File: config.mk
export PLATFORM = sky130hd
export DESIGN_NAME = key_press_rate_monitor
export DESIGN_NICKNAME = d
export VERILOG_FILES = /design/src/hdl/kprm_pkg.sv /design/src/hdl/key_press_rate_monitor.sv
export VERILOG_INCLUDE_DIRS = /design/src /design/src/hdl
export SDC_FILE = /design/constraint.sdc
export NUM_CORES = 1
export LEC_CHECK = 0
export BUFFER_PORTS_ARGS = -buffer_cell sky130_fd_sc_hd__buf_2
export CORE_MARGIN = 2
export CORE_UTILIZATION = 34
export CTS_BUF_LIST = sky130_fd_sc_hd__clkbuf_8
export DETAILED_ROUTE_END_ITERATION = 7
export GPL_TIMING_DRIVEN = 0
export HOLD_SLACK_MARGIN = 0.08
export PLACE_DENSITY = 0.56
export SYNTH_ARGS = -nofsm -noshare
export SYNTH_HDL_FRONTEND = slang
export SYNTH_SLANG_ARGS = --single-unit
File: constraint.sdc
create_clock -name clk -period 7.9 [get_ports clk]
set_input_delay 0.395 -clock clk [delete_from_list [all_inputs] [get_ports clk]]
set_output_delay 0.395 -clock clk [all_outputs]
set_load 0.05 [all_outputs]
File: src/hdl/assert_macros.svh
// Assertion macros used by the RTL of the key press rate monitor.
`ifndef ASSERT_MACROS_SVH
`define ASSERT_MACROS_SVH

// Same-cycle implication, checked on every rising edge outside reset.
`define ASSERT_IMPL(label, ante, cons, msg) \
  label: assert property (@(posedge clk) disable iff (!rst_n) (ante) |-> (cons)) \
    else $error(msg);

// Next-cycle implication, checked on every rising edge outside reset.
`define ASSERT_NEXT(label, ante, cons, msg) \
  label: assert property (@(posedge clk) disable iff (!rst_n) (ante) |=> (cons)) \
    else $error(msg);

`endif

File: src/hdl/kprm_pkg.sv
// Package of the key press rate monitor: beat types, field codes and reset values.
package kprm_pkg;

  typedef struct packed {
    logic        mode;
    logic [1:0]  source_id;
    logic [31:0] now_ms;
  } in_beat_t;

  typedef struct packed {
    logic        error_kind;
    logic [1:0]  report_group;
    logic [31:0] interval_first;
    logic [31:0] interval_second;
    logic [15:0] count_first;
    logic [15:0] count_second;
    logic        last;
  } out_beat_t;

  // Input modes
  localparam logic MODE_PRESS  = 1'b0;
  localparam logic MODE_WINDOW = 1'b1;

  // Event sources
  localparam logic [1:0] SRC_VUP  = 2'd0;
  localparam logic [1:0] SRC_VDN  = 2'd1;
  localparam logic [1:0] SRC_PWR  = 2'd2;
  localparam logic [1:0] SRC_HALL = 2'd3;

  // Report groups
  localparam logic [1:0] GRP_VOL  = 2'd0;
  localparam logic [1:0] GRP_PWR  = 2'd1;
  localparam logic [1:0] GRP_HALL = 2'd2;

  // Error kinds
  localparam logic KIND_INTERVAL = 1'b0;
  localparam logic KIND_COUNT    = 1'b1;

  // Configuration register indexes
  localparam logic CFG_MIN_INTERVAL = 1'b0;
  localparam logic CFG_MAX_COUNT    = 1'b1;

  localparam int          CFG_BITS          = 16;
  localparam logic [15:0] MIN_INTERVAL_RST  = 16'd165;
  localparam logic [15:0] MAX_COUNT_RST     = 16'd120;

endpackage

File: src/hdl/key_press_rate_monitor.sv
// Top level of the key press rate monitor: press/window processing and report queue.
//
// Usage:
//   in_*  : valid/ready channel of event beats. mode 0 is a press of source_id at
//           timestamp now_ms; mode 1 closes the statistics window.
//   out_* : valid/ready channel of error reports. A press beat yields zero or one
//           report (interval too short); a window beat yields zero to three count
//           reports in the order power, volume, hall. The final report of a beat
//           carries last = 1.
//   cfg_* : plain write port; index 0 is min_interval_ms, index 1 is max_count.
//           Write only while no beat is in flight.
// Throughput: one beat per cycle while each beat yields at most one report and
//   out_* is not stalled; a beat with more reports holds the input until the
//   three-slot report queue, which drains one report a cycle into the output
//   register whenever that is free or being read, is down to its last report.
// Reset: counts, press times and intervals clear to zero, the configuration
//   registers return to 165 ms and 120 presses, and all queues empty.
// Stall: when out_ready is low the output register holds; the report queue and
//   the input register keep filling and in_ready drops once both are occupied.
`include "assert_macros.svh"

module key_press_rate_monitor #(
  parameter int COUNT_BITS = 16,
  parameter int TIME_BITS  = 32
) (
  input  logic                 clk,
  input  logic                 rst_n,
  input  logic                 in_valid,
  output logic                 in_ready,
  input  kprm_pkg::in_beat_t   in_data,
  output logic                 out_valid,
  input  logic                 out_ready,
  output kprm_pkg::out_beat_t  out_data,
  input  logic                 cfg_we,
  input  logic                 cfg_index,
  input  logic [15:0]          cfg_wdata
);

  localparam int CMP_W = (COUNT_BITS > kprm_pkg::CFG_BITS) ? COUNT_BITS : kprm_pkg::CFG_BITS;

  // Configuration registers
  logic [15:0] min_interval_r;
  logic [15:0] max_count_r;

  // Per-source state
  logic [COUNT_BITS-1:0] cnt_r  [4];
  logic [TIME_BITS-1:0]  time_r [4];
  logic [TIME_BITS-1:0]  ival_r [4];

  // Input register
  logic                in_valid_r;
  kprm_pkg::in_beat_t  in_data_r;

  // Report queue and output register
  kprm_pkg::out_beat_t slot_r [3];
  logic [1:0]          burst_cnt_r;
  logic                out_valid_r;
  kprm_pkg::out_beat_t out_data_r;

  // Processing signals
  logic                  take;
  logic                  drain;
  logic [1:0]            src;
  logic [TIME_BITS-1:0]  now_t;
  logic [TIME_BITS-1:0]  diff;
  logic [TIME_BITS-1:0]  slack;
  logic                  press_err;
  logic                  is_press;
  logic [COUNT_BITS-1:0] cnt_post  [4];
  logic [TIME_BITS-1:0]  ival_post [4];
  logic                  f_pwr, f_vol, f_hall;
  kprm_pkg::out_beat_t   rep_pwr, rep_vol, rep_hall;
  kprm_pkg::out_beat_t   new_slot [3];
  logic [1:0]            new_cnt;

  // Handshake control
  assign drain    = (burst_cnt_r != 2'd0) && (!out_valid_r || out_ready);
  assign take     = in_valid_r && ((burst_cnt_r == 2'd0) || ((burst_cnt_r == 2'd1) && drain));
  assign in_ready = !in_valid_r || take;
  assign out_valid = out_valid_r;
  assign out_data  = out_data_r;

  // Press arithmetic: modular interval and signed slack against the minimum
  assign is_press = (in_data_r.mode == kprm_pkg::MODE_PRESS);
  assign src      = in_data_r.source_id;
  assign now_t    = TIME_BITS'(in_data_r.now_ms);
  assign diff     = now_t - time_r[src];
  assign slack    = diff - TIME_BITS'(min_interval_r);
  assign press_err = slack[TIME_BITS-1];

  // State as it stands after a press update (unchanged on a window beat)
  always_comb begin
    for (int i = 0; i < 4; i++) begin
      cnt_post[i]  = cnt_r[i];
      ival_post[i] = ival_r[i];
    end
    if (is_press) begin
      if (cnt_r[src] != {COUNT_BITS{1'b1}}) begin
        cnt_post[src] = cnt_r[src] + COUNT_BITS'(1);
      end
      ival_post[src] = diff;
    end
  end

  // Which groups report
  always_comb begin
    if (is_press) begin
      f_pwr  = press_err && (src == kprm_pkg::SRC_PWR);
      f_vol  = press_err && ((src == kprm_pkg::SRC_VUP) || (src == kprm_pkg::SRC_VDN));
      f_hall = press_err && (src == kprm_pkg::SRC_HALL);
    end else begin
      f_pwr  = CMP_W'(cnt_r[kprm_pkg::SRC_PWR]) > CMP_W'(max_count_r);
      f_vol  = (CMP_W'(cnt_r[kprm_pkg::SRC_VUP]) > CMP_W'(max_count_r)) ||
               (CMP_W'(cnt_r[kprm_pkg::SRC_VDN]) > CMP_W'(max_count_r));
      f_hall = CMP_W'(cnt_r[kprm_pkg::SRC_HALL]) > CMP_W'(max_count_r);
    end
  end

  // Build the three candidate reports; last marks the final one that is present
  always_comb begin
    rep_pwr.error_kind      = is_press ? kprm_pkg::KIND_INTERVAL : kprm_pkg::KIND_COUNT;
    rep_pwr.report_group    = kprm_pkg::GRP_PWR;
    rep_pwr.interval_first  = 32'(ival_post[kprm_pkg::SRC_PWR]);
    rep_pwr.interval_second = '0;
    rep_pwr.count_first     = 16'(cnt_post[kprm_pkg::SRC_PWR]);
    rep_pwr.count_second    = '0;
    rep_pwr.last            = !f_vol && !f_hall;

    rep_vol.error_kind      = rep_pwr.error_kind;
    rep_vol.report_group    = kprm_pkg::GRP_VOL;
    rep_vol.interval_first  = 32'(ival_post[kprm_pkg::SRC_VUP]);
    rep_vol.interval_second = 32'(ival_post[kprm_pkg::SRC_VDN]);
    rep_vol.count_first     = 16'(cnt_post[kprm_pkg::SRC_VUP]);
    rep_vol.count_second    = 16'(cnt_post[kprm_pkg::SRC_VDN]);
    rep_vol.last            = !f_hall;

    rep_hall.error_kind      = rep_pwr.error_kind;
    rep_hall.report_group    = kprm_pkg::GRP_HALL;
    rep_hall.interval_first  = 32'(ival_post[kprm_pkg::SRC_HALL]);
    rep_hall.interval_second = '0;
    rep_hall.count_first     = 16'(cnt_post[kprm_pkg::SRC_HALL]);
    rep_hall.count_second    = '0;
    rep_hall.last            = 1'b1;
  end

  // Compact present reports into queue slots, power first
  always_comb begin
    new_slot[0] = f_pwr ? rep_pwr : (f_vol ? rep_vol : rep_hall);
    new_slot[1] = (f_pwr && f_vol) ? rep_vol : rep_hall;
    new_slot[2] = rep_hall;
    new_cnt     = 2'(f_pwr) + 2'(f_vol) + 2'(f_hall);
  end

  // Configuration writes
  always_ff @(posedge clk) begin
    if (!rst_n) begin
      min_interval_r <= kprm_pkg::MIN_INTERVAL_RST;
      max_count_r    <= kprm_pkg::MAX_COUNT_RST;
    end else if (cfg_we) begin
      case (cfg_index)
        kprm_pkg::CFG_MIN_INTERVAL: min_interval_r <= cfg_wdata;
        kprm_pkg::CFG_MAX_COUNT:    max_count_r    <= cfg_wdata;
        default: ;
      endcase
    end
  end

  // Per-source state: commit the press update, or clear counts at window end
  always_ff @(posedge clk) begin
    if (!rst_n) begin
      for (int i = 0; i < 4; i++) begin
        cnt_r[i]  <= '0;
        time_r[i] <= '0;
        ival_r[i] <= '0;
      end
    end else if (take) begin
      if (is_press) begin
        cnt_r[src]  <= cnt_post[src];
        ival_r[src] <= ival_post[src];
        time_r[src] <= now_t;
      end else begin
        for (int i = 0; i < 4; i++) begin
          cnt_r[i] <= '0;
        end
      end
    end
  end

  // Input register
  always_ff @(posedge clk) begin
    if (!rst_n) begin
      in_valid_r <= 1'b0;
    end else if (in_valid && in_ready) begin
      in_valid_r <= 1'b1;
    end else if (take) begin
      in_valid_r <= 1'b0;
    end
  end

  always_ff @(posedge clk) begin
    if (in_valid && in_ready) begin
      in_data_r <= in_data;
    end
  end

  // Report queue: load a whole burst on take, else advance one slot per drain
  always_ff @(posedge clk) begin
    if (!rst_n) begin
      burst_cnt_r <= 2'd0;
    end else if (take) begin
      burst_cnt_r <= new_cnt;
    end else if (drain) begin
      burst_cnt_r <= burst_cnt_r - 2'd1;
    end
  end

  always_ff @(posedge clk) begin
    if (take) begin
      slot_r[0] <= new_slot[0];
      slot_r[1] <= new_slot[1];
      slot_r[2] <= new_slot[2];
    end else if (drain) begin
      slot_r[0] <= slot_r[1];
      slot_r[1] <= slot_r[2];
    end
  end

  // Output register
  always_ff @(posedge clk) begin
    if (!rst_n) begin
      out_valid_r <= 1'b0;
    end else if (drain) begin
      out_valid_r <= 1'b1;
    end else if (out_ready) begin
      out_valid_r <= 1'b0;
    end
  end

  always_ff @(posedge clk) begin
    if (drain) begin
      out_data_r <= slot_r[0];
    end
  end

  // A report that is not the last of its beat always has a follower queued
  `ASSERT_IMPL(a_follower_queued, out_valid_r && !out_data_r.last, burst_cnt_r != 2'd0,
               "non-final report without queued follower")

  // A press never produces more than one report
  `ASSERT_IMPL(a_press_single, take && is_press, new_cnt <= 2'd1,
               "press produced more than one report")

  // Window end clears the power count
  `ASSERT_NEXT(a_window_clear, take && !is_press, cnt_r[kprm_pkg::SRC_PWR] == '0,
               "count not cleared after window end")

  // The queue is only reloaded once it is empty or emptying
  `ASSERT_NEXT(a_queue_bound, take, burst_cnt_r <= 2'd3 && $past(burst_cnt_r) <= 2'd1,
               "report queue reloaded while still holding reports")

endmodule

==> flow_summary.html, run 1 <==
<table>
<tr><th>Metric</th><th>Value</th></tr>
<tr><th colspan="2">Logic synthesis</th></tr>
<tr><td>Main flop type after synthesis</td><td>sky130_fd_sc_hd__edfxtp_1</td></tr>
<tr><td>Sequential-to-total area share from yosys stat</td><td>0.608</td></tr>
<tr><td>Post-Syn Nets</td><td>3247</td></tr>
<tr><td>Area fraction of the dominant cell type after synthesis</td><td>0.586</td></tr>
<tr><td>Warnings, synthesis</td><td>0</td></tr>
<tr><td>Post-Syn Area per Cell</td><td>11.7 um^2</td></tr>
<tr><td>Count of cell types in the netlist</td><td>82</td></tr>
<tr><td>Ranking of synthesized cells by area</td><td>sky130_fd_sc_hd__edfxtp_1 59%, sky130_fd_sc_hd__nor2_1 4.8%, sky130_fd_sc_hd__ha_1 3.9%, sky130_fd_sc_hd__mux4_2 3.9%, sky130_fd_sc_hd__nand2_1 3.3%</td></tr>
<tr><td>Number of synthesized flops with an enable pin</td><td>703</td></tr>
<tr><td>Number of register bits inferred by synthesis</td><td>741</td></tr>
<tr><td>Count leader, synth</td><td>sky130_fd_sc_hd__edfxtp_1</td></tr>
<tr><td>Cell count after synthesis</td><td>3075</td></tr>
<tr><td>Post-Synthesis Cell Area</td><td>0.0360 mm^2</td></tr>
<tr><td>Ys async rst share</td><td>0</td></tr>
<tr><td>Cell taking the most area after synthesis</td><td>sky130_fd_sc_hd__edfxtp_1</td></tr>
<tr><td>Most used standard cells in the synthesized netlist</td><td>703 x sky130_fd_sc_hd__edfxtp_1, 464 x sky130_fd_sc_hd__nor2_1, 312 x sky130_fd_sc_hd__nand2_1, 219 x sky130_fd_sc_hd__a21oi_1, 158 x sky130_fd_sc_hd__clkbuf_1</td></tr>
<tr><th colspan="2">Floorplanning</th></tr>
<tr><td>Core Region</td><td>0.105 mm^2</td></tr>
<tr><td>Placement row count</td><td>119</td></tr>
<tr><td>Die Span Y</td><td>329 um</td></tr>
<tr><td>Die Span X</td><td>329 um</td></tr>
<tr><td>Initial core utilization</td><td>0.342</td></tr>
<tr><td>Num ports</td><td>159</td></tr>
<tr><td>DIE AREA</td><td>0.108 mm^2</td></tr>
<tr><th colspan="2">Finish</th></tr>
<tr><td>Finished Core Util</td><td>0.402</td></tr>
<tr><td>Proportion of layout cells with a drive suffix above 1</td><td>0.150</td></tr>
<tr><td>Signed area change from the synthesized netlist to the final layout</td><td>17.4%</td></tr>
<tr><td>Count of non-filler cells in the finished layout</td><td>4938</td></tr>
<tr><td>Final Net Count</td><td>3619</td></tr>
<tr><td>Post-route design area</td><td>0.0423 mm^2</td></tr>
<tr><th colspan="2">Clock network</th></tr>
<tr><td>TritonCTS clock tree</td><td>done</td></tr>
<tr><td>Clock-pin transition on the worst setup and hold timing paths</td><td>0.06 ns</td></tr>
<tr><td>Count of H-tree levels built during CTS</td><td>4</td></tr>
<tr><td>Maximum clock insertion buffer count</td><td>3</td></tr>
<tr><td>Num Clock Sinks</td><td>741</td></tr>
<tr><td>CTS buffer count</td><td>137</td></tr>
<tr><td>Buffer cell driving the clock tree root</td><td>sky130_fd_sc_hd__clkbuf_8</td></tr>
<tr><td>Insertion delay of the later-clocked pin in the worst-skew pair</td><td>0.84 ns</td></tr>
<tr><th colspan="2">STA</th></tr>
<tr><td>Maximum clock frequency</td><td>130 MHz</td></tr>
<tr><td>Max-slew violation count</td><td>0</td></tr>
<tr><td>Relative max-transition margin</td><td>0.0373</td></tr>
<tr><td>Setup repair after global routing missed its margin</td><td>true</td></tr>
<tr><td>Slew of the pin with the lowest slew margin</td><td>1.44 ns</td></tr>
<tr><td>Hold violation count in the final report</td><td>0</td></tr>
<tr><td>Count of endpoints failing setup in the final report</td><td>0</td></tr>
<tr><td>Min Tclk post-route</td><td>7.69 ns</td></tr>
<tr><td>Post-route fraction of the period consumed by the critical path</td><td>0.973</td></tr>
<tr><td>Post-route clock skew</td><td>0.0561 ns</td></tr>
<tr><th colspan="2">Worst setup path</th></tr>
<tr><td>Largest stage delay on the critical path</td><td>0.64 ns</td></tr>
<tr><td>WS Path Type</td><td>flip-flop to flip-flop</td></tr>
<tr><td>Worst setup path endpoint</td><td>slot_r[0][91]$_DFFE_PP_</td></tr>
<tr><td>Kind of end point of the critical path</td><td>flip-flop</td></tr>
<tr><td>Startpoint type of the worst setup path</td><td>flip-flop</td></tr>
<tr><td>Cell at the slowest stage of the critical path</td><td>sky130_fd_sc_hd__xnor2_2</td></tr>
<tr><td>Number of cells on the worst reg-to-reg path</td><td>28</td></tr>
<tr><td>Required time of the critical path</td><td>8.46 ns</td></tr>
<tr><td>Flop-to-flop setup slack</td><td>0.21 ns</td></tr>
<tr><td>Reg-to-Reg End</td><td>slot_r[0][91]$_DFFE_PP_</td></tr>
<tr><td>Maximum fanout along the worst path</td><td>10</td></tr>
<tr><td>Signal arrival time at the worst endpoint</td><td>8.25 ns</td></tr>
<tr><th colspan="2">Global route</th></tr>
<tr><td>Overflow after GRT</td><td>0</td></tr>
<tr><td>GRT Total Usage</td><td>0.224</td></tr>
<tr><td>Global-route wire length before repair</td><td>178000 um</td></tr>
<tr><td>Via count of the first global-routing pass</td><td>26600</td></tr>
<tr><td>Largest net degree at the start of global routing</td><td>80</td></tr>
<tr><td>Number of antenna violations at the first check in global routing</td><td>1</td></tr>
<tr><th colspan="2">Placed design</th></tr>
<tr><td>IO Port Bufs</td><td>157</td></tr>
<tr><td>HPWL after detailed placement</td><td>86500 um</td></tr>
<tr><td>Weighted congestion reported at the end of routability-driven placement</td><td>0.940</td></tr>
<tr><td>Number of placed cells counting well taps</td><td>4637</td></tr>
<tr><td>Post-placement cell area</td><td>0.0389 mm^2</td></tr>
<tr><th colspan="2">Route</th></tr>
<tr><td>Vias per Instance</td><td>5.49</td></tr>
<tr><td>Routed via count</td><td>27100</td></tr>
<tr><td>First-pass DRT Iterations</td><td>7</td></tr>
<tr><td>Iter 0 DRT Violations</td><td>3065</td></tr>
<tr><td>DRC viols</td><td>0</td></tr>
<tr><td>Antenna-violating nets left</td><td>0</td></tr>
<tr><td>Post-detailed-route wirelength per cell</td><td>24.6 um</td></tr>
<tr><td>Wire length reported by the detailed router</td><td>122000 um</td></tr>
<tr><th colspan="2">Power</th></tr>
<tr><td>Worst supply voltage drop on vdd</td><td>251 uV</td></tr>
<tr><td>Leakage power of the design</td><td>16.2 nW</td></tr>
<tr><td>Power consumption</td><td>15.3 mW</td></tr>
<tr><td>Power Dens Cells</td><td>361 mW/mm^2</td></tr>
<tr><th colspan="2">Job</th></tr>
<tr><td>Max capacitance violation total</td><td>0</td></tr>
<tr><th colspan="2">Min path</th></tr>
<tr><td>Path class of the lowest-slack min-delay path</td><td>primary input to flip-flop</td></tr>
<tr><th colspan="2">Outcome</th></tr>
<tr><td>Run status</td><td>finished, final reports clean</td></tr>
</table>
power by group:
group	internal, mW	switching, mW	leakage [nW]
Combinational	1.44	4.26	7.38
Sequential	5.82	0.309	7.39
Clock	1.74	1.70	1.41
Total	9.00	6.27	16.2
critical path: cells and delay by family, from the launching register on:
| family | cells | cell delay, ns |
|---|---|---|
| buffers and inverters | 8 | 1.85 |
| adder cells (fa/ha/maj) | 3 | 0.95 |
| XOR/XNOR | 1 | 0.64 |
| AND/OR/NAND/NOR | 7 | 1.03 |
| multiplexers | 1 | 0.23 |
| flip-flops | 1 | 0.41 |
| AO/OA/AOI/OAI | 8 | 2.27 |
placed cells by master (no fill, tap or decap), types with 15 or more instances in the layout:
cell | Yosys | layout
sky130_fd_sc_hd__edfxtp_1 | 703 | 703
sky130_fd_sc_hd__nor2_1 | 464 | 462
sky130_fd_sc_hd__nand2_1 | 312 | 308
sky130_fd_sc_hd__a21oi_1 | 219 | 218
sky130_fd_sc_hd__inv_1 | 137 | 178
sky130_fd_sc_hd__buf_2 | 12 | 170
sky130_fd_sc_hd__clkbuf_1 | 158 | 140
sky130_fd_sc_hd__clkbuf_8 | 0 | 140
sky130_fd_sc_hd__o21ai_0 | 120 | 114
sky130_fd_sc_hd__ha_1 | 113 | 113
sky130_fd_sc_hd__and3_1 | 83 | 83
sky130_fd_sc_hd__mux4_2 | 62 | 62
sky130_fd_sc_hd__dlygate4sd3_1 | 0 | 56
sky130_fd_sc_hd__mux2i_1 | 52 | 52
sky130_fd_sc_hd__o31ai_1 | 51 | 51
sky130_fd_sc_hd__and2_1 | 38 | 38
sky130_fd_sc_hd__dfxtp_1 | 38 | 38
sky130_fd_sc_hd__nand3_1 | 33 | 33
sky130_fd_sc_hd__nand4_1 | 28 | 28
sky130_fd_sc_hd__a21o_1 | 28 | 28
sky130_fd_sc_hd__a21boi_0 | 28 | 28
sky130_fd_sc_hd__mux2_2 | 27 | 27
sky130_fd_sc_hd__o211ai_1 | 26 | 26
sky130_fd_sc_hd__clkinv_1 | 2 | 26
sky130_fd_sc_hd__nor3_1 | 26 | 24
sky130_fd_sc_hd__a2bb2oi_1 | 24 | 24
sky130_fd_sc_hd__a211oi_1 | 23 | 23
sky130_fd_sc_hd__a31oi_1 | 24 | 22
sky130_fd_sc_hd__o21ai_1 | 16 | 18
sky130_fd_sc_hd__a22oi_1 | 18 | 18
sky130_fd_sc_hd__o21a_1 | 16 | 16
sky130_fd_sc_hd__xor2_1 | 20 | 15
worst min-delay path by stage:
| stage | startpoint | to | slack [ns] | cells past startpoint |
|---|---|---|---|---|
| 2_1_floorplan | slot_r[0][0]$_DFFE_PP_ | out_data[0]$_DFFE_PP_ | 0.40 | 0 |
| 3_3_place_gp | slot_r[0][64]$_DFFE_PP_ | out_data[64]$_DFFE_PP_ | 0.40 | 0 |
| 3_5_place_dp | slot_r[0][13]$_DFFE_PP_ | out_data[13]$_DFFE_PP_ | 0.40 | 0 |
| 4_1_cts | rst_n | max_count_r[0]$_SDFFE_PN0P_ | 0.09 | 2 |
| 5_1_grt | rst_n | max_count_r[0]$_SDFFE_PN0P_ | 0.13 | 2 |
| 6_report | rst_n | max_count_r[0]$_SDFFE_PN0P_ | 0.14 | 2 |
metal layers:
| metal | GRT usage | vias to the layer above | wire, um |
|---|---|---|---|
| met5 | 0 | - | 0 |
| met4 | 0.101 | 0 | 5330 |
| met3 | 0.0467 | 307 | 11000 |
| met2 | 0.349 | 1391 | 54600 |
| met1 | 0.302 | 13300 | 50800 |
| li1 | - | 12100 | - |
through the flow:
| step | TNS [ns] | setup slack [ns] | hold slack [ns] |
|---|---|---|---|
| 3_3_place_gp | -1457.41 | -4.22 | 0.403 |
| 4_1_cts | 0 | 0.0446 | 0.0875 |
| 3_5_place_dp | -507.48 | -3.03 | 0.405 |
| 2_1_floorplan | 0 | 0.934 | 0.400 |
| 5_1_grt | -0.157 | -0.0295 | 0.129 |
| 6_report | 0 | 0.211 | 0.137 |
layout make-up:
cell class / count / area, um^2
Sequential cell: 741 / 21900
Buffer: 187 / 835
Clock inverter: 99 / 557
Clock buffer: 139 / 1910
Antenna cell: 1 / 2.50
Fill cell: 10200 / 62900
Inverter: 142 / 539
Timing Repair Buffer: 235 / 1740
Multi-Input combinational cell: 2003 / 13100
Tap cell: 1391 / 1740
cells by family (layout without fill, tap and decap cells):
group | after synthesis | after routing | synth area share
XOR/XNOR | 33 | 33 | 0.00803
AND/OR/NAND/NOR | 1045 | 1045 | 0.127
adder cells (fa/ha/maj) | 115 | 115 | 0.0404
multiplexers | 141 | 141 | 0.0617
buffers and inverters | 331 | 802 | 0.0362
AO/OA/AOI/OAI | 669 | 669 | 0.119
flip-flops | 741 | 741 | 0.608
other | 0 | 1 | 0
timing repair:
item	4_1_cts	5_1_grt
endpoints found under the setup margin	199	171
buffers inserted	5	3
endpoints found under the hold margin	70	0
pin swaps	2	2
hold buffers	56	0
resized for setup	54	21
registers in the layout (all words and copies together) (netlist names), named ones only:
register and count:
slot_r 248, ival_r 128, time_r 128, out_data 100, cnt_r 64, now_t 32
max_count_r 16, min_interval_r 16, burst_cnt_r 2, src 2, in_data_r 1, in_valid_r 1
out_valid 1
(Power assumes the default switching activity.)
==> run 2: changes to the inputs <==
Settings changed: CORE_UTILIZATION 34 to 40, PLACE_DENSITY 0.56 to 0.63.
==> run 2 against run 1 <==
The run now ends with DRC left. Core utilization grew 6.7 points. Highest routed layer unchanged. Clock skew grew 0.0018 ns. Final cell count shrank 4.5%. Largest cell class unchanged. Worst setup slack gained 0.054 ns.
==> flow_summary.html, run 2 (synthesis results as in run 1) <==
<table>
<tr><th>Metric</th><th>Value</th></tr>
<tr><th colspan="2">STA</th></tr>
<tr><td>Setup TNS</td><td>0 ns</td></tr>
<tr><td>Count of endpoints failing setup in the final report</td><td>0</td></tr>
<tr><td>Post-route fraction of the period consumed by the critical path</td><td>0.966</td></tr>
<tr><td>Post-route clock skew</td><td>0.0579 ns</td></tr>
<tr><td>Worst hold slack</td><td>0.137 ns</td></tr>
<tr><td>Relative max-transition margin</td><td>0.112</td></tr>
<tr><td>Maximum clock frequency</td><td>131 MHz</td></tr>
<tr><td>Slew of the pin with the lowest slew margin</td><td>1.33 ns</td></tr>
<tr><td>Worst-case setup margin in the final layout</td><td>0.265 ns</td></tr>
<tr><td>Min Tclk post-route</td><td>7.64 ns</td></tr>
<tr><td>Hold violation count in the final report</td><td>0</td></tr>
<tr><td>Max-slew violation count</td><td>0</td></tr>
<tr><th colspan="2">Route</th></tr>
<tr><td>Iter 0 DRT Violations</td><td>3368</td></tr>
<tr><td>DRC viols</td><td>2</td></tr>
<tr><td>Routed via count</td><td>27200</td></tr>
<tr><td>Antenna-violating nets left</td><td>0</td></tr>
<tr><td>First-pass DRT Iterations</td><td>8</td></tr>
<tr><td>Post-detailed-route wirelength per cell</td><td>24.9 um</td></tr>
<tr><td>Vias per Instance</td><td>5.77</td></tr>
<tr><td>Wire length reported by the detailed router</td><td>118000 um</td></tr>
<tr><th colspan="2">Clock network</th></tr>
<tr><td>Buffer cell driving the clock tree root</td><td>sky130_fd_sc_hd__clkbuf_8</td></tr>
<tr><td>Count of H-tree levels built during CTS</td><td>3</td></tr>
<tr><td>CTS buffer count</td><td>121</td></tr>
<tr><td>Num Clock Sinks</td><td>741</td></tr>
<tr><td>Maximum clock insertion buffer count</td><td>3</td></tr>
<tr><td>TritonCTS clock tree</td><td>done</td></tr>
<tr><td>Clock-pin transition on the worst setup and hold timing paths</td><td>0.06 ns</td></tr>
<tr><td>Insertion delay of the later-clocked pin in the worst-skew pair</td><td>0.83 ns</td></tr>
<tr><th colspan="2">Global route</th></tr>
<tr><td>Via count of the first global-routing pass</td><td>26100</td></tr>
<tr><td>Number of antenna violations at the first check in global routing</td><td>1</td></tr>
<tr><td>Global-route wire length before repair</td><td>171000 um</td></tr>
<tr><td>Largest net degree at the start of global routing</td><td>74</td></tr>
<tr><td>GRT Total Usage</td><td>0.250</td></tr>
<tr><td>Overflow after GRT</td><td>0</td></tr>
<tr><th colspan="2">Finish</th></tr>
<tr><td>Signed area change from the synthesized netlist to the final layout</td><td>16.7%</td></tr>
<tr><td>Biggest registers after layout</td><td>slot_r: 248 flops, ival_r: 128 flops, time_r: 128 flops</td></tr>
<tr><td>Flip-flop count of the largest register after layout</td><td>248</td></tr>
<tr><td>Biggest register</td><td>slot_r</td></tr>
<tr><td>Top library cells by usage in the layout, fill and taps aside</td><td>703 x sky130_fd_sc_hd__edfxtp_1, 464 x sky130_fd_sc_hd__nor2_1, 308 x sky130_fd_sc_hd__nand2_1</td></tr>
<tr><td>Final Net Count</td><td>3606</td></tr>
<tr><td>Most frequent standard cell in the layout excluding fill and tap cells</td><td>sky130_fd_sc_hd__edfxtp_1</td></tr>
<tr><td>Proportion of layout cells with a drive suffix above 1</td><td>0.149</td></tr>
<tr><th colspan="2">Power</th></tr>
<tr><td>Leakage power of the design</td><td>16.2 nW</td></tr>
<tr><td>Power Dens Cells</td><td>364 mW/mm^2</td></tr>
<tr><td>Worst supply voltage drop on vdd</td><td>288 uV</td></tr>
<tr><th colspan="2">Outcome</th></tr>
<tr><td>Violations in the final reports</td><td>DRC</td></tr>
<tr><td>Run status</td><td>complete, but fails checks</td></tr>
<tr><th colspan="2">Min path</th></tr>
<tr><td>Path class of the lowest-slack min-delay path</td><td>primary input to flip-flop</td></tr>
<tr><td>Hold path startpoint</td><td>cfg_index</td></tr>
<tr><th colspan="2">Worst setup path</th></tr>
<tr><td>Largest stage delay on the critical path</td><td>0.46 ns</td></tr>
<tr><td>Required time of the critical path</td><td>8.39 ns</td></tr>
<tr><td>Signal arrival time at the worst endpoint</td><td>8.12 ns</td></tr>
<tr><td>Maximum fanout along the worst path</td><td>10</td></tr>
<tr><td>Flop-to-flop setup slack</td><td>0.26 ns</td></tr>
<tr><td>Cell at the slowest stage of the critical path</td><td>sky130_fd_sc_hd__fa_1</td></tr>
<tr><td>Startpoint type of the worst setup path</td><td>flip-flop</td></tr>
<tr><td>WS Path Type</td><td>flip-flop to flip-flop</td></tr>
<tr><td>Kind of end point of the critical path</td><td>flip-flop</td></tr>
<tr><th colspan="2">Placed design</th></tr>
<tr><td>HPWL after detailed placement</td><td>83500 um</td></tr>
<tr><td>Weighted congestion reported at the end of routability-driven placement</td><td>0.974</td></tr>
<tr><td>IO Port Bufs</td><td>157</td></tr>
<tr><td>Pre-CTS WS</td><td>-2.95 ns</td></tr>
<tr><th colspan="2">Floorplanning</th></tr>
<tr><td>Num ports</td><td>159</td></tr>
<tr><td>Initial core utilization</td><td>0.402</td></tr>
<tr><td>DIE AREA</td><td>0.0924 mm^2</td></tr>
<tr><td>Placement row count</td><td>110</td></tr>
<tr><td>Die Span Y</td><td>304 um</td></tr>
<tr><td>Die Span X</td><td>304 um</td></tr>
<tr><td>Core Region</td><td>0.0896 mm^2</td></tr>
<tr><th colspan="2">Job</th></tr>
<tr><td>Max capacitance violation total</td><td>0</td></tr>
</table>
-- run 2: worst paths after layout --
kind	cells after the start	end
worst max-delay path	27	slot_r[0][58]$_DFFE_PP_
worst min-delay path	4	min_interval_r[3]$_SDFFE_PN0P_
worst max register to register	27	slot_r[0][58]$_DFFE_PP_
worst min register to register	0	out_data[8]$_DFFE_PP_
-- run 2: metal layers --
| metal | track usage | vias up | wire (um) |
|---|---|---|---|
| met5 | 0 | - | 0 |
| met1 | 0.328 | 13100 | 45900 |
| met2 | 0.384 | 1709 | 52700 |
| li1 | - | 12100 | - |
| met3 | 0.0715 | 298 | 13800 |
| met4 | 0.113 | 0 | 5180 |
-- run 2: cell type report --
cell class	instances	area, um^2
clock buffers	126	1730
repair buffers	238	1750
fillers	8229	47600
multi-input cells	2003	13100
plain buffers	187	832
diodes	2	5.00
flip-flops and latches	741	21900
inverters	142	537
clock inverters	100	719
well taps	1176	1470
-- run 2: power breakdown --
| part | internal, mW | switching (mW) |
|---|---|---|
| combinational | 1.44 | 4.29 |
| sequential | 5.82 | 0.308 |
| clock | 1.79 | 1.64 |
| total | 9.05 | 6.23 |
-- run 2: worst max-delay path, delay by kind of cell, from the launching register on --
family / cells / cell delay (ns)
flops: 1 / 0.42
fa+ha+maj: 3 / 0.98
compound gates: 10 / 2.38
mux: 1 / 0.24
simple gates: 3 / 0.81
xor+xnor: 1 / 0.41
buf+inv: 9 / 2.08
-- run 2: timing repair --
item	in CTS	in global routing
hold buffers	56	0
gates resized for setup	47	34
endpoints found under the hold margin	70	0
buffers inserted	3	6
endpoints found under the setup margin	199	197
pin swaps	2	3
-- run 2: per-stage QoR --
stage	cell area [um^2]	total power, mW	cells	util
final	42000	15.3	4715	0.469
after global routing	42000	15.9	4715	0.469
after CTS	41800	15.2	4706	0.467
after detailed placement	38600	11.7	4423	0.431
after global placement	38300	11.5	4408	0.427
after floorplan	36000	9.76	3075	-
